<file path="config.mk">
export PLATFORM = sky130hd
export DESIGN_NAME = deadline_timer_queue_unit
export DESIGN_NICKNAME = d
export VERILOG_FILES = /design/src/rtl/core/dtq_pkg.sv /design/src/rtl/core/dtq_table.sv /design/src/rtl/core/deadline_timer_queue_unit.sv
export SDC_FILE = /design/constraint.sdc
export NUM_CORES = 2
export LEC_CHECK = 0
export BUFFER_PORTS_ARGS = -buffer_cell sky130_fd_sc_hd__buf_2
export CORE_ASPECT_RATIO = 0.5
export CORE_UTILIZATION = 51
export DETAILED_ROUTE_END_ITERATION = 6
export PLACE_DENSITY_LB_ADDON = 0.05
export SLEW_MARGIN = 25
export SYNTH_ARGS = -nofsm -noshare
export SYNTH_HDL_FRONTEND = slang
export SYNTH_SLANG_ARGS = --single-unit
</file>
<file path="constraint.sdc">
create_clock -name clk -period 14.1 [get_ports clk]
set_input_delay 0.705 -clock clk [delete_from_list [all_inputs] [get_ports clk]]
set_output_delay 0.705 -clock clk [all_outputs]
set_load 0.02 [all_outputs]
</file>
<file path="src/rtl/core/dtq_pkg.sv">
// Shared constants, codes and types of the deadline timer queue.
`timescale 1ns / 1ps
`default_nettype none

package dtq_pkg;

  localparam int TABLE_DEPTH_DEF = 16;
  localparam int HANDLE_BITS_DEF = 16;
  localparam int DEADLINE_BITS   = 63;
  localparam int HANDLE_PORT_BITS = 16;
  localparam int STATUS_BITS     = 3;
  localparam int MAX_RESULTS     = 16;
  localparam int RES_ADDR_BITS   = $clog2(MAX_RESULTS);
  localparam int RES_CNT_BITS    = $clog2(MAX_RESULTS + 1);

  localparam logic [1:0] CMD_SCHEDULE = 2'd0;
  localparam logic [1:0] CMD_CANCEL   = 2'd1;
  localparam logic [1:0] CMD_POLL     = 2'd2;

  localparam logic [STATUS_BITS-1:0] ST_SCHEDULED  = 3'd0;
  localparam logic [STATUS_BITS-1:0] ST_FULL       = 3'd1;
  localparam logic [STATUS_BITS-1:0] ST_CANCELLED  = 3'd2;
  localparam logic [STATUS_BITS-1:0] ST_NOT_FOUND  = 3'd3;
  localparam logic [STATUS_BITS-1:0] ST_EXPIRED    = 3'd4;
  localparam logic [STATUS_BITS-1:0] ST_NONE_EXPIRED = 3'd5;

  typedef enum logic [2:0] {
    S_IDLE,
    S_SCAN,
    S_SCAN_END,
    S_EMIT_RD,
    S_EMIT_LD
  } dtq_state_t;

  typedef struct packed {
    logic rd_en;
    logic wr_en;
    logic set_valid;
    logic clr_valid;
  } tbl_ctrl_t;

  typedef struct packed {
    logic pend;
    logic entry_valid;
  } tbl_rsp_t;

endpackage

`default_nettype wire

</file>
<file path="src/rtl/core/dtq_table.sv">
// Entry table: deadline and handle memories with a registered read port and valid bits.
`timescale 1ns / 1ps
`default_nettype none

module dtq_table #(
  parameter int TABLE_DEPTH = dtq_pkg::TABLE_DEPTH_DEF,
  parameter int HANDLE_BITS = dtq_pkg::HANDLE_BITS_DEF,
  parameter int IW          = $clog2(TABLE_DEPTH)
) (
  input  wire                               clk,
  input  wire                               rst,
  input  dtq_pkg::tbl_ctrl_t                ctrl,
  input  wire  [IW-1:0]                     rd_addr,
  input  wire  [IW-1:0]                     wr_addr,
  input  wire  [dtq_pkg::DEADLINE_BITS-1:0] wr_deadline,
  input  wire  [HANDLE_BITS-1:0]            wr_handle,
  output dtq_pkg::tbl_rsp_t                 rsp,
  output logic [IW-1:0]                     rsp_idx,
  output logic [dtq_pkg::DEADLINE_BITS-1:0] rsp_deadline,
  output logic [HANDLE_BITS-1:0]            rsp_handle
);
  import dtq_pkg::*;

  logic [DEADLINE_BITS-1:0] mem_deadline [TABLE_DEPTH];
  logic [HANDLE_BITS-1:0]   mem_handle   [TABLE_DEPTH];
  logic [TABLE_DEPTH-1:0]   valid;

  always_ff @(posedge clk) begin
    if (ctrl.wr_en) begin
      mem_deadline[wr_addr] <= wr_deadline;
      mem_handle[wr_addr]   <= wr_handle;
    end
    if (ctrl.rd_en) begin
      rsp_deadline <= mem_deadline[rd_addr];
      rsp_handle   <= mem_handle[rd_addr];
      rsp_idx      <= rd_addr;
    end
  end

  always_ff @(posedge clk) begin
    if (rst) begin
      valid           <= '0;
      rsp.pend        <= 1'b0;
      rsp.entry_valid <= 1'b0;
    end else begin
      rsp.pend <= ctrl.rd_en;
      if (ctrl.rd_en) begin
        rsp.entry_valid <= valid[rd_addr];
      end
      if (ctrl.set_valid) begin
        valid[wr_addr] <= 1'b1;
      end else if (ctrl.clr_valid) begin
        valid[wr_addr] <= 1'b0;
      end
    end
  end

endmodule

`default_nettype wire

</file>
<file path="src/rtl/core/deadline_timer_queue_unit.sv">
// Top level of the deadline timer queue: command sequencer, result buffer and output register.
`timescale 1ns / 1ps
`default_nettype none

// Commands arrive on the input channel (in_valid/in_stall): schedule, cancel or poll.
// Each schedule, cancel or poll answers with one or more result beats on the output channel
// (out_valid/out_stall); last_result marks the final beat of a command.
// Every schedule, cancel or poll sweeps the entry memory once per pass through its single
// read port, one entry per cycle.
// Cancel takes one pass.
// Schedule takes one pass plus one more per deadline bump.
// Poll takes one pass per expired task it reports (up to MAX_RESULTS) plus a final one;
// its results are delivered once the last pass ends.
// One command is worked on at a time; in_stall is high from acceptance until the
// last result is loaded into the output register, so a new command can be taken
// while that final beat still waits on the receiver.
// A stall on the output holds the current beat and pauses the delivery of the rest.
// Command code 3 is accepted and dropped without any result.
// Reset clears all valid bits, so the table starts empty; no clearing pass is needed.

module deadline_timer_queue_unit #(
  parameter int TABLE_DEPTH = dtq_pkg::TABLE_DEPTH_DEF,
  parameter int HANDLE_BITS = dtq_pkg::HANDLE_BITS_DEF
) (
  input  wire                                  clk,
  input  wire                                  rst,
  input  wire                                  in_valid,
  output logic                                 in_stall,
  input  wire  [1:0]                           command,
  input  wire  [dtq_pkg::DEADLINE_BITS-1:0]    deadline_or_id,
  input  wire  [dtq_pkg::DEADLINE_BITS-1:0]    current_time,
  input  wire  [dtq_pkg::HANDLE_PORT_BITS-1:0] task_handle,
  output logic                                 out_valid,
  input  wire                                  out_stall,
  output logic [dtq_pkg::STATUS_BITS-1:0]      status,
  output logic [dtq_pkg::DEADLINE_BITS-1:0]    task_id,
  output logic [dtq_pkg::HANDLE_PORT_BITS-1:0] expired_handle,
  output logic [dtq_pkg::DEADLINE_BITS-1:0]    next_deadline,
  output logic                                 next_valid,
  output logic                                 last_result
);
  import dtq_pkg::*;

  localparam int IW = $clog2(TABLE_DEPTH);
  localparam logic [IW-1:0] LAST_IDX = IW'(TABLE_DEPTH - 1);
  localparam logic [RES_CNT_BITS-1:0] MAX_CNT = RES_CNT_BITS'(MAX_RESULTS);

  dtq_state_t state, state_next;

  logic [1:0]               cmd;
  logic [DEADLINE_BITS-1:0] key;
  logic [DEADLINE_BITS-1:0] now;
  logic [HANDLE_BITS-1:0]   handle;

  logic [IW-1:0] iss_addr;
  logic          iss_done;

  logic                     free_found, match_found, min_found;
  logic [IW-1:0]            free_idx, match_idx, min_idx;
  logic [DEADLINE_BITS-1:0] min_d;
  logic [HANDLE_BITS-1:0]   min_h;

  logic [RES_CNT_BITS-1:0]  cnt;
  logic [RES_CNT_BITS-1:0]  emit_k;
  logic [DEADLINE_BITS-1:0] nd;
  logic                     nv;

  logic [STATUS_BITS-1:0]   buf_status [MAX_RESULTS];
  logic [DEADLINE_BITS-1:0] buf_id     [MAX_RESULTS];
  logic [HANDLE_BITS-1:0]   buf_handle [MAX_RESULTS];
  logic [STATUS_BITS-1:0]   rd_status;
  logic [DEADLINE_BITS-1:0] rd_id;
  logic [HANDLE_BITS-1:0]   rd_handle;

  tbl_ctrl_t                tctrl;
  tbl_rsp_t                 trsp;
  logic [IW-1:0]            t_wr_addr;
  logic [IW-1:0]            t_idx;
  logic [DEADLINE_BITS-1:0] t_deadline;
  logic [HANDLE_BITS-1:0]   t_handle;

  logic                     accept, out_free, emit_last;
  logic                     sched_retry, poll_more, restart, push;
  logic [STATUS_BITS-1:0]   push_status;
  logic [DEADLINE_BITS-1:0] push_id;
  logic [HANDLE_BITS-1:0]   push_handle;
  logic [DEADLINE_BITS-1:0] fin_nd;
  logic                     fin_nv;
  logic                     e_valid, e_match, e_excl;

  dtq_table #(
    .TABLE_DEPTH(TABLE_DEPTH),
    .HANDLE_BITS(HANDLE_BITS),
    .IW         (IW)
  ) u_table (
    .clk         (clk),
    .rst         (rst),
    .ctrl        (tctrl),
    .rd_addr     (iss_addr),
    .wr_addr     (t_wr_addr),
    .wr_deadline (key),
    .wr_handle   (handle),
    .rsp         (trsp),
    .rsp_idx     (t_idx),
    .rsp_deadline(t_deadline),
    .rsp_handle  (t_handle)
  );

  assign accept    = (state == S_IDLE) && in_valid;
  assign out_free  = !out_valid || !out_stall;
  assign emit_last = ((emit_k + 1'b1) == cnt);

  assign e_valid = trsp.pend && trsp.entry_valid;
  assign e_match = e_valid && (t_deadline == key);
  assign e_excl  = (cmd == CMD_CANCEL) && (t_deadline == key);

  assign sched_retry = free_found && match_found;
  assign poll_more   = min_found && (min_d <= now) && (cnt < MAX_CNT);

  always_comb begin
    restart     = 1'b0;
    push        = 1'b0;
    push_status = ST_NONE_EXPIRED;
    push_id     = '0;
    push_handle = '0;
    fin_nd      = min_found ? min_d : '0;
    fin_nv      = min_found;
    t_wr_addr   = min_idx;
    case (cmd)
      CMD_SCHEDULE: begin
        t_wr_addr = free_idx;
        if (!free_found) begin
          push        = 1'b1;
          push_status = ST_FULL;
        end else if (match_found) begin
          restart = 1'b1;
        end else begin
          push        = 1'b1;
          push_status = ST_SCHEDULED;
          push_id     = key;
          fin_nd      = (min_found && (min_d < key)) ? min_d : key;
          fin_nv      = 1'b1;
        end
      end
      CMD_CANCEL: begin
        t_wr_addr   = match_idx;
        push        = 1'b1;
        push_status = match_found ? ST_CANCELLED : ST_NOT_FOUND;
        push_id     = key;
      end
      CMD_POLL: begin
        if (poll_more) begin
          restart     = 1'b1;
          push        = 1'b1;
          push_status = ST_EXPIRED;
          push_id     = min_d;
          push_handle = min_h;
        end else if (cnt == '0) begin
          push = 1'b1;
        end
      end
      default: begin
        push = 1'b0;
      end
    endcase
  end

  always_comb begin
    state_next = state;
    case (state)
      S_IDLE: begin
        if (in_valid && (command inside {CMD_SCHEDULE, CMD_CANCEL, CMD_POLL})) begin
          state_next = S_SCAN;
        end
      end
      S_SCAN: begin
        if (trsp.pend && (t_idx == LAST_IDX)) begin
          state_next = S_SCAN_END;
        end
      end
      S_SCAN_END: begin
        state_next = restart ? S_SCAN : S_EMIT_RD;
      end
      S_EMIT_RD: begin
        state_next = S_EMIT_LD;
      end
      S_EMIT_LD: begin
        if (out_free) begin
          state_next = emit_last ? S_IDLE : S_EMIT_RD;
        end
      end
      default: begin
        state_next = S_IDLE;
      end
    endcase
  end

  always_comb begin
    in_stall        = (state != S_IDLE);
    tctrl.rd_en     = (state == S_SCAN) && !iss_done;
    tctrl.wr_en     = 1'b0;
    tctrl.set_valid = 1'b0;
    tctrl.clr_valid = 1'b0;
    if (state == S_SCAN_END) begin
      case (cmd)
        CMD_SCHEDULE: begin
          tctrl.wr_en     = free_found && !match_found;
          tctrl.set_valid = free_found && !match_found;
        end
        CMD_CANCEL: begin
          tctrl.clr_valid = match_found;
        end
        CMD_POLL: begin
          tctrl.clr_valid = poll_more;
        end
        default: begin
          tctrl.wr_en = 1'b0;
        end
      endcase
    end
  end

  always_ff @(posedge clk) begin
    if (rst) begin
      state <= S_IDLE;
    end else begin
      state <= state_next;
    end
  end

  always_ff @(posedge clk) begin
    if (rst) begin
      iss_addr    <= '0;
      iss_done    <= 1'b0;
      free_found  <= 1'b0;
      match_found <= 1'b0;
      min_found   <= 1'b0;
      cnt         <= '0;
      emit_k      <= '0;
    end else begin
      if (accept || (state == S_SCAN_END && restart)) begin
        iss_addr    <= '0;
        iss_done    <= 1'b0;
        free_found  <= 1'b0;
        match_found <= 1'b0;
        min_found   <= 1'b0;
      end else if (state == S_SCAN) begin
        if (tctrl.rd_en) begin
          if (iss_addr == LAST_IDX) begin
            iss_done <= 1'b1;
          end else begin
            iss_addr <= iss_addr + 1'b1;
          end
        end
        if (trsp.pend && !trsp.entry_valid && !free_found) begin
          free_found <= 1'b1;
        end
        if (e_match) begin
          match_found <= 1'b1;
        end
        if (e_valid && !e_excl && (!min_found || (t_deadline < min_d))) begin
          min_found <= 1'b1;
        end
      end
      if (accept) begin
        cnt <= '0;
      end else if (state == S_SCAN_END && push) begin
        cnt <= cnt + 1'b1;
      end
      if (state == S_SCAN_END) begin
        emit_k <= '0;
      end else if (state == S_EMIT_LD && out_free) begin
        emit_k <= emit_k + 1'b1;
      end
    end
  end

  always_ff @(posedge clk) begin
    if (accept) begin
      cmd    <= command;
      key    <= deadline_or_id;
      now    <= current_time;
      handle <= HANDLE_BITS'(task_handle);
    end else if (state == S_SCAN_END && cmd == CMD_SCHEDULE && sched_retry) begin
      key <= key + 1'b1;
    end
    if (state == S_SCAN) begin
      if (trsp.pend && !trsp.entry_valid && !free_found) begin
        free_idx <= t_idx;
      end
      if (e_match) begin
        match_idx <= t_idx;
      end
      if (e_valid && !e_excl && (!min_found || (t_deadline < min_d))) begin
        min_d   <= t_deadline;
        min_h   <= t_handle;
        min_idx <= t_idx;
      end
    end
    if (state == S_SCAN_END && !restart) begin
      nd <= fin_nd;
      nv <= fin_nv;
    end
  end

  always_ff @(posedge clk) begin
    if (state == S_SCAN_END && push) begin
      buf_status[cnt[RES_ADDR_BITS-1:0]] <= push_status;
      buf_id[cnt[RES_ADDR_BITS-1:0]]     <= push_id;
      buf_handle[cnt[RES_ADDR_BITS-1:0]] <= push_handle;
    end
    if (state == S_EMIT_RD) begin
      rd_status <= buf_status[emit_k[RES_ADDR_BITS-1:0]];
      rd_id     <= buf_id[emit_k[RES_ADDR_BITS-1:0]];
      rd_handle <= buf_handle[emit_k[RES_ADDR_BITS-1:0]];
    end
  end

  always_ff @(posedge clk) begin
    if (rst) begin
      out_valid <= 1'b0;
    end else if (state == S_EMIT_LD && out_free) begin
      out_valid <= 1'b1;
    end else if (!out_stall) begin
      out_valid <= 1'b0;
    end
  end

  always_ff @(posedge clk) begin
    if (state == S_EMIT_LD && out_free) begin
      status         <= rd_status;
      task_id        <= rd_id;
      expired_handle <= HANDLE_PORT_BITS'(rd_handle);
      next_deadline  <= nd;
      next_valid     <= nv;
      last_result    <= emit_last;
    end
  end

  a_cnt_bound: assert property (@(posedge clk) disable iff (rst)
    cnt <= MAX_CNT)
    else $error("result count exceeds the buffer depth");

  a_emit_in_range: assert property (@(posedge clk) disable iff (rst)
    (state == S_EMIT_RD) |-> (emit_k < cnt))
    else $error("result read beyond the filled part of the buffer");

  a_more_follow: assert property (@(posedge clk) disable iff (rst)
    (out_valid && !out_stall && !last_result) |=> (out_valid || (state != S_IDLE)))
    else $error("command finished before its last beat was delivered");

  a_scan_quiet: assert property (@(posedge clk) disable iff (rst)
    (state == S_SCAN) |-> (!tctrl.wr_en && !tctrl.set_valid && !tctrl.clr_valid))
    else $error("table modified during a scan pass");

endmodule

`default_nettype wire

</file>
==> out/summary.md <==
Share of Yosys cell area claimed by the top area cell type: 0.762. The startpoint type of the worst setup path was a flop. After legalization and detailed placement, the total HPWL measured 196000 µm. Cell count after synthesis: 5744. TritonCTS built the clock tree. The tools report the count of H-tree levels built during CTS as 5. The count of input and output buffers is 296. For this design the static power due to leakage is 44.5 nW. Entering global routing, the biggest net connects 108 pins. The power density relative to cell area was 143 nW/µm²; the cell row count was 128. For this design the total switching power over the nets is 4.55 mW. STA classifies the critical path endpoint as a flop.

Broken down by cell family, the worst path's largest delay share belongs to buffers and inverters. The aggregate global routing overflow was 0. The tree is rooted in a sky130_fd_sc_hd__clkbuf_16. The congestion estimate from routability-driven global placement came to 0.926. Final net count: 6608.

For the pin with the worst max-slew slack, the measured transition is 1.11 ns. For this run, design rule violations remaining after detail routing come to 0. The run gives 0.109 mV as the maximum vdd ir drop. In this run, placement finished with an instance count of 9175. Setup violations remaining at the end of the flow were counted as 0.

297 I/O pins were placed. The switching share of total power is 0.226. In this run the worst path has a maximum fanout of 44. The async set or reset register ratio after synthesis came out at 0.

Yosys mapped a number of flops with a built-in enable equal to 3187. The mean instance size in the synthesized netlist is 21.9 µm², and the via count normalized by instance count is 6.31. In the final routed layout, each cell accounts on average for 33.6 µm. The multi-input combinational cells in the finished layout cover a total of 27700 µm².

The largest individual stage delay along the critical path comes from the cell sky130_fd_sc_hd__buf_4. Traced cell by cell, the critical path runs through ha_1, a21oi_1, o21ai_0, a221oi_1, o22ai_1, or4b_1, or2_1, o21ai_2, nand2_1, nor3_2, buf_4, buf_4. The max capacitance violation total is 0, and the total of fill cells in the finished design is 17.8k. The tools report the combinational group share of total power as 0.065. The tools report the data arrival time of the worst path as 5.84 ns.

The tools report the count of endpoints failing hold in the final timing report as 0. Setup slack on the critical path of the routed design comes to 8.74 ns. Setup slack on the worst reg-to-reg path comes out at 8.74 ns.

Delay of the slowest critical-path stage: 0.75 ns. Net count after synthesis: 6090. For the clock group share of total power, the log shows 0.382.

Most area-hungry cell type in the Yosys netlist: sky130_fd_sc_hd__edfxtp_1. The time the final worst path needs with I/O delays and setup is 5.36 ns. The die span in y works out to 353 µm. The number of buffers inserted to repair setup after CTS was 0. Number of global-route vias before repair: 61.8k. The layout cell share with drive strength beyond 1 came out at 0.264. The share of the cycle needed by the critical path after routing works out to 0.380. The synthesized netlist contains 67 unique library cells.

For the total iterations of the first detailed-routing run, the log shows 5. The type of the setup path with the least slack is reg2reg. The logs give 20.1 mW for the power after layout and 0.87 ns for the insertion delay to the later sink of the worst-skew pair. The effective utilization at floorplan is 0.514, and the width of the chip is 704 µm.

Setup repair after global routing left no endpoint under its margin. The initial antenna violation count was 21; the number of warnings reported in the yosys synthesis log was 0. The number of buffers inserted by hold repair at cts is 44, and the flip-flop and latch count after synthesis is 3227. In this design, the critical path's most frequently occurring cell is sky130_fd_sc_hd__buf_4.

The total global routing track utilization is 0.262, and the maximum frequency from static timing analysis is 0.186 GHz. The logs give 9730 for the number of standard cells in the layout, taps in and fillers out and 126000 µm² for the area of the mapped netlist. The number of slew-limit violations in the final report is 0. Together, buffers and inverters on the worst path number 2. The commonest register cell after synthesis was sky130_fd_sc_hd__edfxtp_1.

The internal portion of the total power is 15.6 mW. The logs give 4 for the number of buffers on the longest clock path and 463000 µm for the first-pass GRT wire length. At the worst endpoint, the required time is 14.58 ns.

CTS saw 3227 sinks. Counting instances in the post-synthesis netlist gives the leading cell types as sky130_fd_sc_hd__edfxtp_1, sky130_fd_sc_hd__mux4_2, sky130_fd_sc_hd__inv_1, sky130_fd_sc_hd__ha_1, sky130_fd_sc_hd__clkbuf_1. The run gives 7336 as the number of violations reported at the end of detailed-routing iteration 0.

The tools report the utilization after layout as 0.578. In the final timing run, aggregate negative setup slack is 0 ns. Among all cell types in the netlist, the one instantiated most often is sky130_fd_sc_hd__edfxtp_1. After synthesis, the cell types taking the most area are sky130_fd_sc_hd__edfxtp_1, sky130_fd_sc_hd__mux4_2, sky130_fd_sc_hd__ha_1, sky130_fd_sc_hd__a22o_1, sky130_fd_sc_hd__dfxtp_1. Classification of the worst-slack hold path: in2reg.

The core region is 244000 µm². Clock-pin slew was measured on the worst setup and hold paths at 0.06 ns. Summed over all layers, the routed wires come to 327000 µm. The flow ran to the end, and the final reports show no timing, DRC or antenna violations. The sequential cells in the finished layout cover a total of 96500 µm².

The floorplan step defined a die boundary enclosing 248000 µm². In this run, post-CTS repair resized a total of 0 instances. Compared with the post-synthesis result, the final layout area differs by 12.3%.

The logs give 61.4k for the total number of vias and 0.553 for the relative contribution of sequential cells to total power. Before CTS, the worst setup slack after placement is 8.73 ns. In this run the remaining antenna-violating nets after routing total 0. The tools report the relative max-transition margin as 0.258.

The post-synthesis sequential area ratio was 0.768. The tools report the CTS buffer count as 289. Clock skew on the completed layout was measured at 0.0424 ns.
==> cells by family after synthesis <==
logic type,Yosys count,share of synthesized area
flops,3227,0.768
mux,820,0.146
simple gates,512,0.0207
buf+inv,466,0.0143
compound gates,383,0.0216
fa+ha+maj,198,0.0197
xor+xnor,138,0.00962
==> state kept, by name, summed over array words and instances (netlist names), 16 cells and up, named ones only <==
name	flops
min_d	63
min_h	16
u_table.rsp_handle	16
buf_id	1008
next_deadline	63
rd_handle	16
u_table.mem_deadline	1008
buf_status	48
rd_id	63
expired_handle	16
nd	63
handle	16
key	63
u_table.mem_handle	256
task_id	63
u_table.rsp_deadline	63
now	63
buf_handle	256
==> area by class of cell <==
| cell class | count | area share |
|---|---|---|
| Clock buffer | 369 | 0.0554 |
| Tap cell | 3250 | 0.0288 |
| Timing Repair Buffer | 484 | 0.0224 |
| Clock inverter | 138 | 0.00772 |
| Multi-Input combinational cell | 2051 | 0.196 |
| Sequential cell | 3227 | 0.684 |
| Antenna cell | 2 | 0.0000355 |
| Inverter | 209 | 0.00565 |
==> cell usage in the layout, fill, tap and decap left out, drive strengths merged, types with 7 or more instances in the layout <==
cell,instances
clkinvlp,9
ha,198
bufinv,16
and2,9
nand4,52
o21ai,95
a21o,32
dlygate4sd3,44
a22o,126
buf,440
clkinv,106
nor4,25
o31ai,7
nor2,112
xor2,50
nor3,36
a211oi,12
clkbuf,369
edfxtp,3187
a311oi,13
and4,7
mux2i,7
nand2b,7
or3,8
dfxtp,40
nand2,150
nor2b,10
xnor2,88
inv,216
a21oi,58
mux4,810
and3,32
nand3,47
==> worst register-to-register path: cells and delay by family, from the launching register on <==
kind | cells | cell delay (ns)
buf+inv | 2 | 1.51
compound gates | 5 | 1.27
simple gates | 4 | 1.37
flops | 1 | 0.46
fa+ha+maj | 1 | 0.33
==> path summary, 6_finish.rpt <==
kind | from | end | depth (start not counted)
max | min_d[32] | buf_id[2][44] | 12
max reg2reg | min_d[32] | buf_id[2][44] | 12
min | current_time[12] | now[12] | 1
min reg2reg | rd_id[30] | task_id[30] | 0
==> per-stage QoR <==
stage,cell area [µm²],hold slack [ns]
2_1_floorplan,126000,0.400
3_3_place_gp,132000,0.401
6_report,141000,0.0682
4_1_cts,141000,0.00375
5_1_grt,141000,0.00876
3_5_place_dp,132000,0.405
==> power groups by stage <==
stage	combinational, mW	sequential [mW]	clock, mW
finish	1.31	11.1	7.69
global route	1.39	11.1	8.19
CTS	1.30	11.1	7.84
detailed placement	1.28	11.3	0
global placement	1.26	11.3	0
floorplan	0.765	11.2	0
==> per-layer routing <==
layer | routed length (µm) | vias up | share of wire | track usage
li1 | - | 25000 | - | -
met1 | 146000 | 33500 | 0.45 | 0.412
met2 | 146000 | 2502 | 0.45 | 0.385
met3 | 25900 | 443 | 0.079 | 0.0425
met4 | 9620 | 2 | 0.029 | 0.0722
met5 | 13 | - | 0.000040 | 0
No activity file was read; power rests on OpenSTA's default activity.
